**src/rtl/caldc_pkg.sv**
```systemverilog
// caldc_pkg: field widths, codes, date types and calendar helper functions
// for the calendar date counter; no dependencies
package caldc_pkg;

  localparam int FUNC_W  = 3;
  localparam int MONTH_W = 4;
  localparam int DAY_W   = 5;
  localparam int YEAR_W  = 14;
  localparam int ORDER_W = 2;
  localparam int CENT_W  = 8;

  // divide by 100 as multiply by reciprocal, exact for every 14-bit year
  localparam int DIV100_MUL_W = 13;
  localparam int DIV100_SHIFT = 19;
  localparam int DIV100_PROD_W = YEAR_W + DIV100_MUL_W;
  localparam logic [DIV100_PROD_W-1:0] DIV100_MUL = DIV100_PROD_W'(5243);
  localparam logic [YEAR_W-1:0] HUNDRED = YEAR_W'(100);

  localparam logic [YEAR_W-1:0]  YEAR_MIN   = YEAR_W'(1);
  localparam logic [YEAR_W-1:0]  YEAR_MAX   = YEAR_W'(9999);
  localparam logic [MONTH_W-1:0] MONTH_JAN  = MONTH_W'(1);
  localparam logic [MONTH_W-1:0] MONTH_FEB  = MONTH_W'(2);
  localparam logic [MONTH_W-1:0] MONTH_APR  = MONTH_W'(4);
  localparam logic [MONTH_W-1:0] MONTH_JUN  = MONTH_W'(6);
  localparam logic [MONTH_W-1:0] MONTH_SEP  = MONTH_W'(9);
  localparam logic [MONTH_W-1:0] MONTH_NOV  = MONTH_W'(11);
  localparam logic [MONTH_W-1:0] MONTH_DEC  = MONTH_W'(12);
  localparam logic [DAY_W-1:0]   DAY_FIRST  = DAY_W'(1);
  localparam logic [DAY_W-1:0]   DAYS_28    = DAY_W'(28);
  localparam logic [DAY_W-1:0]   DAYS_29    = DAY_W'(29);
  localparam logic [DAY_W-1:0]   DAYS_30    = DAY_W'(30);
  localparam logic [DAY_W-1:0]   DAYS_31    = DAY_W'(31);
  localparam logic [YEAR_W-1:0]  RESET_YEAR = YEAR_W'(2000);

  typedef enum logic [FUNC_W-1:0] {
    FUNC_LOAD = 3'd0,
    FUNC_NEXT = 3'd1,
    FUNC_PREV = 3'd2,
    FUNC_CMP  = 3'd3,
    FUNC_CENT = 3'd4
  } func_t;

  typedef enum logic [ORDER_W-1:0] {
    ORD_LESS    = 2'd0,
    ORD_EQUAL   = 2'd1,
    ORD_GREATER = 2'd2
  } order_t;

  typedef struct packed {
    logic [MONTH_W-1:0] month;
    logic [DAY_W-1:0]   day;
    logic [YEAR_W-1:0]  year;
  } date_t;

  typedef struct packed {
    logic [FUNC_W-1:0] func;
    date_t             date;
  } req_t;

  typedef struct packed {
    date_t              date;
    logic               ok;
    logic [ORDER_W-1:0] order;
  } rsp_t;

  function automatic logic [CENT_W-1:0] div100(input logic [YEAR_W-1:0] y);
    logic [DIV100_PROD_W-1:0] prod;
    prod = DIV100_PROD_W'(y) * DIV100_MUL;
    return prod[DIV100_SHIFT +: CENT_W];
  endfunction

  function automatic logic is_leap(input logic [YEAR_W-1:0] y);
    logic [CENT_W-1:0] q;
    logic [YEAR_W-1:0] rem;
    q   = div100(y);
    rem = y - YEAR_W'(q) * HUNDRED;
    // on a century year the quotient decides the 400 rule
    if (rem == '0) return (q[1:0] == 2'b00);
    return (y[1:0] == 2'b00);
  endfunction

  function automatic logic [DAY_W-1:0] month_len(input logic [MONTH_W-1:0] m,
                                                  input logic [YEAR_W-1:0] y);
    logic [DAY_W-1:0] len;
    len = DAYS_31;
    if (m == MONTH_APR || m == MONTH_JUN || m == MONTH_SEP || m == MONTH_NOV) begin
      len = DAYS_30;
    end else if (m == MONTH_FEB) begin
      len = is_leap(y) ? DAYS_29 : DAYS_28;
    end
    return len;
  endfunction

  // century ordering key: year 0 lowest, years ending in 00 close their century
  function automatic logic [CENT_W-1:0] cent_key(input logic [YEAR_W-1:0] y);
    if (y == '0) return '0;
    return div100(y - YEAR_W'(1)) + CENT_W'(1);
  endfunction

  function automatic logic [ORDER_W-1:0] cmp3(input logic [YEAR_W-1:0] a,
                                              input logic [YEAR_W-1:0] b);
    if (a < b) return ORD_LESS;
    if (a > b) return ORD_GREATER;
    return ORD_EQUAL;
  endfunction

endpackage

```
**src/rtl/caldc_if.sv**
```systemverilog
// caldc_req_if / caldc_rsp_if: valid-ready channels for requests and results
// depends on caldc_pkg for field widths
interface caldc_req_if;
  logic                            valid;
  logic                            ready;
  logic [caldc_pkg::FUNC_W-1:0]    func;
  logic [caldc_pkg::MONTH_W-1:0]   month_in;
  logic [caldc_pkg::DAY_W-1:0]     day_in;
  logic [caldc_pkg::YEAR_W-1:0]    year_in;

  modport source (output valid, func, month_in, day_in, year_in, input ready);
  modport sink   (input valid, func, month_in, day_in, year_in, output ready);
endinterface

interface caldc_rsp_if;
  logic                            valid;
  logic                            ready;
  logic [caldc_pkg::MONTH_W-1:0]   cur_month;
  logic [caldc_pkg::DAY_W-1:0]     cur_day;
  logic [caldc_pkg::YEAR_W-1:0]    cur_year;
  logic                            ok;
  logic [caldc_pkg::ORDER_W-1:0]   order;

  modport source (output valid, cur_month, cur_day, cur_year, ok, order, input ready);
  modport sink   (input valid, cur_month, cur_day, cur_year, ok, order, output ready);
endinterface

```
**src/rtl/caldc_update.sv**
```systemverilog
// caldc_update: next stored date, status and compare result for one request
// depends on caldc_pkg
module caldc_update (
  input  caldc_pkg::date_t cur,
  input  caldc_pkg::req_t  req,
  output caldc_pkg::date_t date_nxt,
  output caldc_pkg::rsp_t  rsp
);
  import caldc_pkg::*;

  logic             load_valid;
  logic [DAY_W-1:0] cur_len;
  logic [DAY_W-1:0] prev_len;
  logic [ORDER_W-1:0] ord;
  logic             ok;

  assign load_valid = (req.date.year >= YEAR_MIN) && (req.date.year <= YEAR_MAX) &&
                      (req.date.month >= MONTH_JAN) && (req.date.month <= MONTH_DEC) &&
                      (req.date.day >= DAY_FIRST) &&
                      (req.date.day <= month_len(req.date.month, req.date.year));

  assign cur_len  = month_len(cur.month, cur.year);
  assign prev_len = month_len(cur.month - MONTH_W'(1), cur.year);

  always_comb begin
    date_nxt = cur;
    ok       = 1'b1;
    ord      = ORD_EQUAL;
    unique case (req.func)
      FUNC_LOAD: begin
        if (load_valid) date_nxt = req.date;
        else ok = 1'b0;
      end
      FUNC_NEXT: begin
        priority if (cur.day < cur_len) begin
          date_nxt.day = cur.day + DAY_W'(1);
        end else if (cur.month < MONTH_DEC) begin
          date_nxt.month = cur.month + MONTH_W'(1);
          date_nxt.day   = DAY_FIRST;
        end else if (cur.year < YEAR_MAX) begin
          date_nxt.year  = cur.year + YEAR_W'(1);
          date_nxt.month = MONTH_JAN;
          date_nxt.day   = DAY_FIRST;
        end else begin
          ok = 1'b0;
        end
      end
      FUNC_PREV: begin
        priority if (cur.day > DAY_FIRST) begin
          date_nxt.day = cur.day - DAY_W'(1);
        end else if (cur.month > MONTH_JAN) begin
          date_nxt.month = cur.month - MONTH_W'(1);
          date_nxt.day   = prev_len;
        end else if (cur.year > YEAR_MIN) begin
          date_nxt.year  = cur.year - YEAR_W'(1);
          date_nxt.month = MONTH_DEC;
          date_nxt.day   = DAYS_31;
        end else begin
          ok = 1'b0;
        end
      end
      FUNC_CMP: begin
        ord = cmp3(cur.year, req.date.year);
        if (ord == ORD_EQUAL) ord = cmp3(YEAR_W'(cur.month), YEAR_W'(req.date.month));
        if (ord == ORD_EQUAL) ord = cmp3(YEAR_W'(cur.day), YEAR_W'(req.date.day));
      end
      FUNC_CENT: begin
        ord = cmp3(YEAR_W'(cent_key(cur.year)), YEAR_W'(cent_key(req.date.year)));
      end
      default: begin
        ok = 1'b0;
      end
    endcase
  end

  assign rsp.date  = date_nxt;
  assign rsp.ok    = ok;
  assign rsp.order = ord;

endmodule

```
**src/rtl/calendar_date_counter_unit.sv**
```systemverilog
// calendar_date_counter_unit: top level of the Gregorian date counter
// depends on caldc_pkg, caldc_req_if, caldc_rsp_if and caldc_update
//
// Holds one calendar date, 1/1/2000 after reset. Each request on the in_req
// channel carries an operation (load, next day, previous day, date compare,
// century compare) and a given date; every request yields exactly one result
// on out_rsp with the stored date after the request, an ok flag and the
// compare order.
// A request accepted on in_req is captured in an input register; the update
// logic then writes the stored date and the result register together once the
// result register is empty or being taken, and out_rsp.valid rises with the
// registered result, which the receiver can then take.
// Throughput is one request per cycle while the receiver does not stall: the
// stored date register is the only loop, and it closes through the update logic.
// When the receiver stalls, the result register holds its result and the
// input register still takes one more request; in_req.ready drops only once
// both are full. Synchronous active-low reset empties both registers and
// restores 1/1/2000.
module calendar_date_counter_unit (
  input logic        clk,
  input logic        rst_n,
  caldc_req_if.sink  in_req,
  caldc_rsp_if.source out_rsp
);
  import caldc_pkg::*;

  logic  in_v_r;
  logic  out_v_r;
  req_t  req_r;
  rsp_t  rsp_r;
  date_t date_r;
  date_t date_nxt;
  rsp_t  rsp_nxt;
  logic  fire;
  logic  in_ready;

  assign fire     = in_v_r && (!out_v_r || out_rsp.ready);
  assign in_ready = !in_v_r || fire;

  caldc_update u_update (
    .cur      (date_r),
    .req      (req_r),
    .date_nxt (date_nxt),
    .rsp      (rsp_nxt)
  );

  always_ff @(posedge clk) begin
    if (!rst_n) begin
      in_v_r       <= 1'b0;
      out_v_r      <= 1'b0;
      date_r.month <= MONTH_JAN;
      date_r.day   <= DAY_FIRST;
      date_r.year  <= RESET_YEAR;
    end else begin
      if (in_ready) in_v_r <= in_req.valid;
      if (fire) begin
        out_v_r <= 1'b1;
        date_r  <= date_nxt;
      end else if (out_rsp.ready) begin
        out_v_r <= 1'b0;
      end
    end
  end

  // payload registers
  always_ff @(posedge clk) begin
    if (in_req.valid && in_ready) begin
      req_r.func       <= in_req.func;
      req_r.date.month <= in_req.month_in;
      req_r.date.day   <= in_req.day_in;
      req_r.date.year  <= in_req.year_in;
    end
    if (fire) rsp_r <= rsp_nxt;
  end

  assign in_req.ready      = in_ready;
  assign out_rsp.valid     = out_v_r;
  assign out_rsp.cur_month = rsp_r.date.month;
  assign out_rsp.cur_day   = rsp_r.date.day;
  assign out_rsp.cur_year  = rsp_r.date.year;
  assign out_rsp.ok        = rsp_r.ok;
  assign out_rsp.order     = rsp_r.order;

endmodule

```
**src/flat_wrapper.sv**
```systemverilog
// flat-port wrapper written by rule: the top's interface ports become plain ports
module calendar_date_counter_unit_flat import caldc_pkg::*;
  (clk, rst_n, in_req_valid, in_req_func, in_req_month_in, in_req_day_in, in_req_year_in, in_req_ready, out_rsp_valid, out_rsp_cur_month, out_rsp_cur_day, out_rsp_cur_year, out_rsp_ok, out_rsp_order, out_rsp_ready);
  caldc_req_if in_req_i ();
  caldc_rsp_if out_rsp_i ();
  input logic clk;
  input logic rst_n;
  input wire logic [$bits(in_req_i.valid)-1:0] in_req_valid;
  input wire logic [$bits(in_req_i.func)-1:0] in_req_func;
  input wire logic [$bits(in_req_i.month_in)-1:0] in_req_month_in;
  input wire logic [$bits(in_req_i.day_in)-1:0] in_req_day_in;
  input wire logic [$bits(in_req_i.year_in)-1:0] in_req_year_in;
  output wire logic [$bits(in_req_i.ready)-1:0] in_req_ready;
  output wire logic [$bits(out_rsp_i.valid)-1:0] out_rsp_valid;
  output wire logic [$bits(out_rsp_i.cur_month)-1:0] out_rsp_cur_month;
  output wire logic [$bits(out_rsp_i.cur_day)-1:0] out_rsp_cur_day;
  output wire logic [$bits(out_rsp_i.cur_year)-1:0] out_rsp_cur_year;
  output wire logic [$bits(out_rsp_i.ok)-1:0] out_rsp_ok;
  output wire logic [$bits(out_rsp_i.order)-1:0] out_rsp_order;
  input wire logic [$bits(out_rsp_i.ready)-1:0] out_rsp_ready;
  assign in_req_i.valid = in_req_valid;
  assign in_req_i.func = in_req_func;
  assign in_req_i.month_in = in_req_month_in;
  assign in_req_i.day_in = in_req_day_in;
  assign in_req_i.year_in = in_req_year_in;
  assign in_req_ready = in_req_i.ready;
  assign out_rsp_valid = out_rsp_i.valid;
  assign out_rsp_cur_month = out_rsp_i.cur_month;
  assign out_rsp_cur_day = out_rsp_i.cur_day;
  assign out_rsp_cur_year = out_rsp_i.cur_year;
  assign out_rsp_ok = out_rsp_i.ok;
  assign out_rsp_order = out_rsp_i.order;
  assign out_rsp_i.ready = out_rsp_ready;
  calendar_date_counter_unit u_core (.clk(clk), .rst_n(rst_n), .in_req(in_req_i), .out_rsp(out_rsp_i));
endmodule
```
**config.mk**
```make
export PLATFORM = sky130hd
export DESIGN_NAME = calendar_date_counter_unit_flat
export DESIGN_NICKNAME = d
export VERILOG_FILES = /design/src/rtl/caldc_pkg.sv /design/src/rtl/caldc_if.sv /design/src/rtl/caldc_update.sv /design/src/rtl/calendar_date_counter_unit.sv /design/src/flat_wrapper.sv
export SDC_FILE = /design/constraint.sdc
export NUM_CORES = 1
export LEC_CHECK = 0
export ABC_AREA = 1
export BUFFER_PORTS_ARGS = -buffer_cell sky130_fd_sc_hd__buf_2
export CELL_PAD_IN_SITES_DETAIL_PLACEMENT = 0
export CELL_PAD_IN_SITES_GLOBAL_PLACEMENT = 1
export CORE_UTILIZATION = 54
export CTS_CLUSTER_SIZE = 24
export DETAILED_ROUTE_END_ITERATION = 10
export GPL_TIMING_DRIVEN = 0
export MAX_ROUTING_LAYER = met4
export PLACE_DENSITY_LB_ADDON = 0.15
export SETUP_SLACK_MARGIN = 0.5
export SLEW_MARGIN = 20
export SYNTH_ARGS = -nofsm -noshare
export SYNTH_HDL_FRONTEND = slang
export SYNTH_SLANG_ARGS = --single-unit
export TNS_END_PERCENT = 5
```
**constraint.sdc**
```tcl
create_clock -name clk -period 21 [get_ports clk]
set_input_delay 4.2 -clock clk [delete_from_list [all_inputs] [get_ports clk]]
set_output_delay 4.2 -clock clk [all_outputs]
set_load 0.02 [all_outputs]
```
==> impl_metrics.csv, run 1 <==
group,metric,value,unit
die,die_x,207,um
grt,grt_pass1_wl,96000,um
final_layout,drive_above_1_share,3.67,%
grt,grt_pass1_vias,18600,
yosys,synth_ff_type,"edfxtp_1",
clock_network,clock_sinks,77,
die,dieArea,42900,um^2
yosys,ys_seq_area_share,9.08,%
critical_path,reg2reg_from,"u_core.req_r[4]",
sta,fin_skew,0.0178,ns
sta,hold_violations,0,
placement,port_buffers,57,
clock_network,postCtsHoldBufs,0,
grt,grt_use_total,28.8,%
hold_path,min-delay-start,"u_core.out_rsp.valid",
routing,drtAntennaViolNets,0,
routing,route.final.wire_length,58000,um
clock_network,cts_setup_buffers,0,
sta,max_freq,0.0819,GHz
die,start_util,55.1,%
grt,globalRoute.totalOverflow,0,
yosys,synth_cells,2760,
yosys,netlist.area_leader.share,30.1,%
grt,grt_max_degree,27,
yosys,syn-num-nets,3592,
die,core,41200,um^2
critical_path,cp_common_cell,"nand2_1",
final_layout,final_cell_mix,"646 x inv_1, 546 x ha_1, 368 x nand2_1",
sta,fin_crit,12.21,ns
critical_path,critPathLaunchType,"flip-flop",
yosys,syn_area,22700,um^2
clock_network,cts_buffers,9,
critical_path,critPathCaptureType,"flip-flop",
placement,place_congestion,0.960,
final_layout,layout.nets,3661,
yosys,async_reset_ff_share,0,%
routing,routedWlPerCell,17.2,um
critical_path,crit_path_start,"u_core.req_r[4]",
routing,drt-pass1-iter-count,7,
critical_path,slowest_stage,"edfxtp_1",
sta,drv_slew,0,
critical_path,cpPeakStageDelay,0.64,ns
clock_network,cts_max_path_buffers,2,
sta,slew_headroom,26.1,%
sta,worst_pin_slew,1.10,ns
final_layout,regArea,2060,um^2
grt,antenna_found_initial,0,
yosys,syn_area_per_cell,8.23,um^2
clock_network,clk_pin_slew,0.08,ns
run_status,outcome,"complete, no violations",
clock_network,cts_resized,0,
yosys,ys_top_cells_by_area,"ha_1 30%, fa_1 23%, inv_1 11%",
yosys,synth_edf_count,52,
routing,drt_iter0_markers,985,
sta,fin_tns_setup,0,ns
clock_network,root_buffer,"clkbuf_16",
critical_path,critical_path_class,"reg2reg",
placement,detailed_place_hpwl,50600,um
sta,finalCritPeriodShare,58.2,%
job,drv_cap,0,
yosys,yosysTopAreaCell,"ha_1",
routing,via_per_inst,5.36,
final_layout,n_fill_cell,3846,
critical_path,crit_fanout,10,
clock_network,cts_tree,"done",
final_layout,multi_input_area,18000,um^2
die,die_h,207,um
routing,remaining_drc_errors,0,
sta,grt_setup_unrepaired,"no",
final_layout,n_antenna_cell,0,
critical_path,worst-endpoint-required,21.12,ns
final_layout,final_common_cell,"inv_1",
yosys,ys_ff_latch,77,
clock_network,htree_levels,3,
yosys,yosysWarningCount,0,
yosys,yosysUniqueCellTypes,59,
die,ios,58,
critical_path,worst_ep_arrival_time,12.33,ns
sta,setup_viol,0,
clock_network,clock_latency,0.36,ns
final_layout,syn_to_final_growth,5.66,%
hold_path,min_path_type,"reg2reg",
die,rows,74,
routing,num_vias,18100,
-- synth_stat cells (3+ instances only) --
library cell	n
edfxtp_1	52
o21ai_1	7
buf_2	5
o21ai_0	136
nand2_1	368
nand2_2	5
buf_1	3
o21a_1	6
a31oi_1	3
dfxtp_1	25
o31ai_1	3
nand3_1	152
nor2_1	82
a22oi_1	8
nand4_1	20
nor3_1	25
a21oi_1	185
ha_1	546
xnor2_1	30
o21bai_1	8
o211ai_1	16
a211oi_1	7
clkbuf_1	36
or2_2	3
a21o_1	5
inv_1	647
a221oi_1	5
fa_1	256
xor2_1	72
nor4_1	5
-- through the flow --
stage / area (um^2) / instances / worst slack, ns / hold WS [ns] / utilization, %
after floorplan: 22700 / 2760 / 11.27 / 0.572 / -
after global placement: 23700 / 3349 / 8.65 / 0.491 / 57.4
after detailed placement: 23700 / 3350 / 8.47 / 0.499 / 57.5
after CTS: 24000 / 3366 / 8.39 / 0.512 / 58.3
after global routing: 24000 / 3366 / 7.89 / 0.542 / 58.3
final: 24000 / 3366 / 8.79 / 0.515 / 58.3
-- metal layers --
metal / global-route usage, % / vias up / share of wire, %
met4: 8.75 / 0 / 3.1
met5: - / - / 0
li1: - / 9042 / -
met2: 51.1 / 350 / 50
met3: 1.62 / 86 / 3.0
met1: 35.3 / 8578 / 44
-- cell families after synthesis --
logic type	Yosys count	synth area share, %
adders and majority gates	802	52.6
buffers and inverters	697	11.6
and+or+nand+nor	671	12.6
AOI/OAI and AO/OA	410	10.1
xor gates and xnor gates	103	4.00
DFF	77	9.08
-- worst max-delay path: cells and delay by family, from the launching register on --
family          cells  cell delay [ns]
fa+ha+maj          12             4.75
compound gates     13             2.49
simple gates       18             2.12
buf+inv            12             1.45
flops               1             0.64
xor+xnor            2             0.52
-- state kept, by name, indices dropped and copies added, names as in the netlist --
signal,cells
u_core.req_r,26
u_core.in_v_r,1
u_core.out_rsp.order,2
u_core.out_rsp.cur_year,14
u_core.out_rsp.cur_month,4
u_core.out_rsp.valid,1
u_core.out_rsp.ok,1
u_core.date_r,23
u_core.out_rsp.cur_day,5
-- cell type report --
| class | instances | share of cell area, % |
|---|---|---|
| Tap cell | 532 | 2.77 |
| Clock buffer | 9 | 0.938 |
| Sequential cell | 77 | 8.59 |
| Inverter | 651 | 10.2 |
| Clock inverter | 7 | 0.328 |
| Buffer | 46 | 0.813 |
| Multi-Input combinational cell | 1986 | 75.1 |
| Timing Repair Buffer | 58 | 1.30 |
-- path summary, 6_finish.rpt --
check / slack (ns) / end / cells after the start
hold reg to reg: 0.51 / u_core.out_rsp.valid / 2
hold / removal: 0.51 / u_core.out_rsp.valid / 2
setup / recovery: 8.79 / u_core.out_rsp.cur_year[13] / 57
setup reg to reg: 8.79 / u_core.out_rsp.cur_year[13] / 57
Power of run 1 is left out: the tool's default activity adds up to more than one toggle a clock period on the data nets, which glitch-free logic cannot reach.
==> run 2: changes to the inputs <==
--- a/config.mk
+++ b/config.mk
@@ -9,7 +9,7 @@
 export BUFFER_PORTS_ARGS = -buffer_cell sky130_fd_sc_hd__buf_2
 export CELL_PAD_IN_SITES_DETAIL_PLACEMENT = 0
 export CELL_PAD_IN_SITES_GLOBAL_PLACEMENT = 1
-export CORE_UTILIZATION = 54
+export CORE_UTILIZATION = 51
 export CTS_CLUSTER_SIZE = 24
 export DETAILED_ROUTE_END_ITERATION = 10
 export GPL_TIMING_DRIVEN = 0
==> constraint.sdc (replaced) <==
create_clock -name clk -period 12.1 [get_ports clk]
set_input_delay 2.42 -clock clk [delete_from_list [all_inputs] [get_ports clk]]
set_output_delay 2.42 -clock clk [all_outputs]
set_load 0.02 [all_outputs]
==> impl_metrics.csv, run 2 (synthesis results as in run 1) <==
group,metric,value,unit
die,core,43500,um^2
final_layout,layout.nets,3701,
routing,route.final.wire_length,59700,um
critical_path,cpPeakStageDelay,0.55,ns
critical_path,critPathLaunchType,"flip-flop",
sta,max_freq,0.0914,GHz
routing,drt-pass1-iter-count,5,
grt,globalRoute.totalOverflow,0,
final_layout,drive_above_1_share,5.53,%
grt,antenna_found_initial,0,
routing,num_vias,18200,
placement,place_congestion,0.949,
critical_path,slowest_stage,"fa_1",
clock_network,cts_tree,"done",
clock_network,clock_sinks,77,
grt,grt_pass1_wl,95500,um
final_layout,n_antenna_cell,0,
clock_network,clk_pin_slew,0.09,ns
die,dieArea,45400,um^2
hold_path,min_path_type,"reg2reg",
critical_path,worst-endpoint-required,12.22,ns
routing,via_per_inst,5.25,
die,ios,58,
run_status,outcome,"complete, no violations",
sta,hold_violations,0,
critical_path,worst_ep_arrival_time,11.06,ns
placement,port_buffers,57,
routing,routedWlPerCell,17.3,um
sta,timing.hold.ws,0.511,ns
critical_path,critPathCaptureType,"flip-flop",
die,die_h,213,um
job,drv_cap,0,
sta,slew_headroom,24.9,%
clock_network,root_buffer,"clkbuf_16",
sta,drv_slew,0,
critical_path,crit_fanout,10,
die,die_x,213,um
placement,detailed_place_hpwl,51500,um
final_layout,regArea,2060,um^2
die,rows,76,
routing,drt_iter0_markers,949,
routing,drtAntennaViolNets,0,
final_layout,multi_input_area,18100,um^2
final_layout,final_common_cell,"inv_1",
final_layout,syn_to_final_growth,7.77,%
sta,worst_pin_slew,1.12,ns
sta,fin_crit,10.94,ns
critical_path,cp_common_cell,"inv_1",
final_layout,top_register,"u_core.req_r",
sta,fin_skew,0.0196,ns
grt,grt_pass1_vias,18500,
final_layout,final_cell_mix,"642 x inv_1, 546 x ha_1, 366 x nand2_1",
clock_network,htree_levels,3,
sta,finalCritPeriodShare,90.4,%
clock_network,clock_latency,0.36,ns
die,start_util,52.3,%
critical_path,critical_path_class,"reg2reg",
final_layout,largest_register_ffs,26,
clock_network,cts_max_path_buffers,2,
clock_network,postCtsHoldBufs,0,
routing,remaining_drc_errors,0,
clock_network,cts_buffers,9,
grt,grt_use_total,28.0,%
final_layout,n_fill_cell,4085,
sta,grt_setup_unrepaired,"no",
sta,setup_viol,0,
grt,grt_max_degree,27,
==> run 2: cell types whose count changed in the layout (fill, tap and decap cells not counted), moves of 3 or more <==
cell | before | now
clkinvlp_4 | 0 | 5
buf_4 | 0 | 39
inv_1 | 646 | 642
inv_6 | 3 | 0
inv_8 | 1 | 4
==> run 2: per-stage QoR <==
stage          cell area (um^2)  setup slack, ns  setup TNS (ns)  instances  utilization [%]
2_1_floorplan             22700             2.37               0       2760                -
3_3_place_gp              23700           -0.197           -1.93       3402             54.6
3_5_place_dp              23800           -0.286           -3.74       3403             54.7
4_1_cts                   24300            0.494               0       3448             56.0
5_1_grt                   24500            0.418               0       3459             56.3
6_report                  24500             1.16               0       3459             56.3
==> run 2: layout make-up <==
cell class | count | area share (%)
Multi-Input combinational cell | 1986 | 73.8
Timing Repair Buffer | 97 | 2.47
Buffer | 46 | 0.823
Tap cell | 585 | 2.99
Timing Repair inverter | 1 | 0.0307
Inverter | 651 | 10.1
Sequential cell | 77 | 8.42
Clock buffer | 9 | 0.920
Clock inverter | 7 | 0.465
==> run 2: path summary, 6_finish.rpt <==
check / from / to / slack (ns) / depth (start not counted)
setup / recovery: u_core.req_r[4] / u_core.out_rsp.cur_year[13] / 1.16 / 57
hold / removal: u_core.out_rsp.valid / u_core.out_rsp.valid / 0.51 / 2
setup reg to reg: u_core.req_r[4] / u_core.out_rsp.cur_year[13] / 1.16 / 57
hold reg to reg: u_core.out_rsp.valid / u_core.out_rsp.valid / 0.51 / 2
==> run 2: critical path, delay by kind of cell (launching register included) <==
kind	cells	cell delay, ns
AOI/OAI and AO/OA	12	2.12
xor gates and xnor gates	2	0.37
adders and majority gates	12	4.59
buffers and inverters	14	1.23
DFF	1	0.49
and+or+nand+nor	17	1.87
==> run 2: what timing repair did <==
action | CTS | global route
buffers inserted | 29 | 10
cloned | 0 | 1
setup endpoints to repair | 47 | 47
gates resized for setup | 7 | 16
hold endpoints to repair | 0 | 0
pin swaps | 0 | 4
==> run 2: per-layer routing <==
layer,up-vias,part of all wire [%],global-route usage (%)
li1,9134,-,-
met1,8572,43,34.1
met2,348,51,49.2
met3,105,3.3,1.96
met4,0,3.0,8.71
met5,-,0,-
Power of run 2 is left out for the same reason.
==> run 3: changes to the inputs <==
--- a/config.mk
+++ b/config.mk
@@ -13,10 +13,8 @@
 export CTS_CLUSTER_SIZE = 24
 export DETAILED_ROUTE_END_ITERATION = 10
 export GPL_TIMING_DRIVEN = 0
-export MAX_ROUTING_LAYER = met4
 export PLACE_DENSITY_LB_ADDON = 0.15
 export SETUP_SLACK_MARGIN = 0.5
-export SLEW_MARGIN = 20
 export SYNTH_ARGS = -nofsm -noshare
 export SYNTH_HDL_FRONTEND = slang
 export SYNTH_SLANG_ARGS = --single-unit
==> impl_metrics.csv, run 3 (synthesis results as in run 1) <==
group,metric,value,unit
sta,grt_setup_unrepaired,"no",
placement,port_buffers,57,
critical_path,critPathLaunchType,"flip-flop",
critical_path,ff2ff_path_depth,55,
grt,grt_use_total,27.3,%
clock_network,cts_buffers,9,
sta,hold_violations,0,
sta,timing.hold.ws,0.512,ns
final_layout,multi_input_area,18100,um^2
critical_path,cpPeakStageDelay,0.60,ns
routing,remaining_drc_errors,0,
final_layout,syn_to_final_growth,7.59,%
die,dieArea,45400,um^2
placement,place_congestion,0.991,
clock_network,postCtsHoldBufs,0,
final_layout,n_fill_cell,4089,
hold_path,min_path_type,"reg2reg",
routing,num_vias,18400,
grt,grt_pass1_vias,18600,
die,die_x,213,um
placement,dp.cells,3402,
sta,setup_viol,0,
hold_path,min_delay_path_depth,2,
final_layout,n_antenna_cell,0,
sta,fin_skew,0.0184,ns
sta,fin_crit,10.89,ns
final_layout,final_common_cell,"inv_1",
routing,drt-pass1-iter-count,6,
routing,routedWlPerCell,17.2,um
grt,grt_max_degree,36,
die,die_h,213,um
final_layout,final_cells,3456,
clock_network,root_buffer,"clkbuf_16",
routing,via_per_inst,5.33,
final_layout,drive_above_1_share,5.43,%
clock_network,cts_tree,"done",
critical_path,reg2reg_slack,1.21,ns
sta,slew_headroom,22.0,%
run_status,outcome,"complete, no violations",
final_layout,top_register,"u_core.req_r",
clock_network,clock_sinks,77,
routing,drtAntennaViolNets,0,
sta,finalCritPeriodShare,90.0,%
grt,grt_pass1_wl,96400,um
die,start_util,52.3,%
critical_path,critPathCaptureType,"flip-flop",
critical_path,worst_ep_arrival_time,11.01,ns
final_layout,final_cell_mix,"644 x inv_1, 546 x ha_1, 367 x nand2_1",
critical_path,crit_fanout,10,
routing,drt_iter0_markers,971,
critical_path,critical_path_class,"reg2reg",
clock_network,clk_pin_slew,0.08,ns
job,drv_cap,0,
routing,route.final.wire_length,59400,um
sta,worst_pin_slew,1.17,ns
clock_network,htree_levels,3,
die,core,43500,um^2
final_layout,largest_register_ffs,26,
clock_network,cts_max_path_buffers,2,
final_layout,regArea,2060,um^2
critical_path,worst-endpoint-required,12.22,ns
die,rows,76,
sta,drv_slew,0,
critical_path,slowest_stage,"fa_1",
die,ios,58,
clock_network,clock_latency,0.36,ns
grt,globalRoute.totalOverflow,0,
placement,detailed_place_hpwl,51200,um
final_layout,layout.nets,3698,
grt,antenna_found_initial,0,
sta,max_freq,0.0918,GHz
[run 3: changes by cell type in the layout (fill, tap and decap cells not counted), moves of 2 or more]
cell     before  now
inv_8         4    2
inv_1       642  644
buf_4        39   37
o21ai_1       9    7
o21ai_0     134  136
[run 3: path summary, 6_finish.rpt]
kind / startpoint / end
hold / removal: u_core.out_rsp.valid / u_core.out_rsp.valid
hold reg to reg: u_core.out_rsp.valid / u_core.out_rsp.valid
setup reg to reg: u_core.req_r[4] / u_core.out_rsp.cur_year[8]
setup / recovery: u_core.req_r[4] / u_core.out_rsp.cur_year[8]
[run 3: cell type report]
| class | count | area share, % |
|---|---|---|
| repair buffers | 95 | 2.39 |
| clock inverters | 7 | 0.374 |
| plain buffers | 46 | 0.834 |
| multi-input cells | 1986 | 74.0 |
| clock buffers | 9 | 0.921 |
| inverters | 651 | 10.1 |
| flip-flops and latches | 77 | 8.44 |
| well taps | 585 | 2.99 |
[run 3: per-stage QoR]
step	util (%)	TNS, ns	worst slack (ns)	area, um^2
2_1_floorplan	-	0	2.37	22700
3_3_place_gp	54.6	-3.41	-0.224	23700
3_5_place_dp	54.6	-3.99	-0.220	23700
4_1_cts	55.9	0	0.599	24300
5_1_grt	56.2	0	0.524	24400
6_report	56.2	0	1.21	24400
[run 3: layer usage]
layer	track usage, %	part of all wire [%]
met4	10.0	3.7
met5	0	0
met2	48.9	50
met1	34.5	44
met3	1.40	2.9
[run 3: timing repair]
item | CTS | global route
gates resized for setup | 8 | 15
pin swaps | 0 | 4
endpoints found under the hold margin | 0 | 0
gates cloned | 0 | 0
setup endpoints to repair | 47 | 47
buffers inserted | 29 | 9
[run 3: worst max-delay path: cells and delay by family (launching register included)]
kind	cells	cell delay, ns
compound gates	14	2.46
xor+xnor	2	0.37
fa+ha+maj	12	4.70
buf+inv	11	0.97
flops	1	0.40
simple gates	16	1.72
Power of run 3 is left out for the same reason.
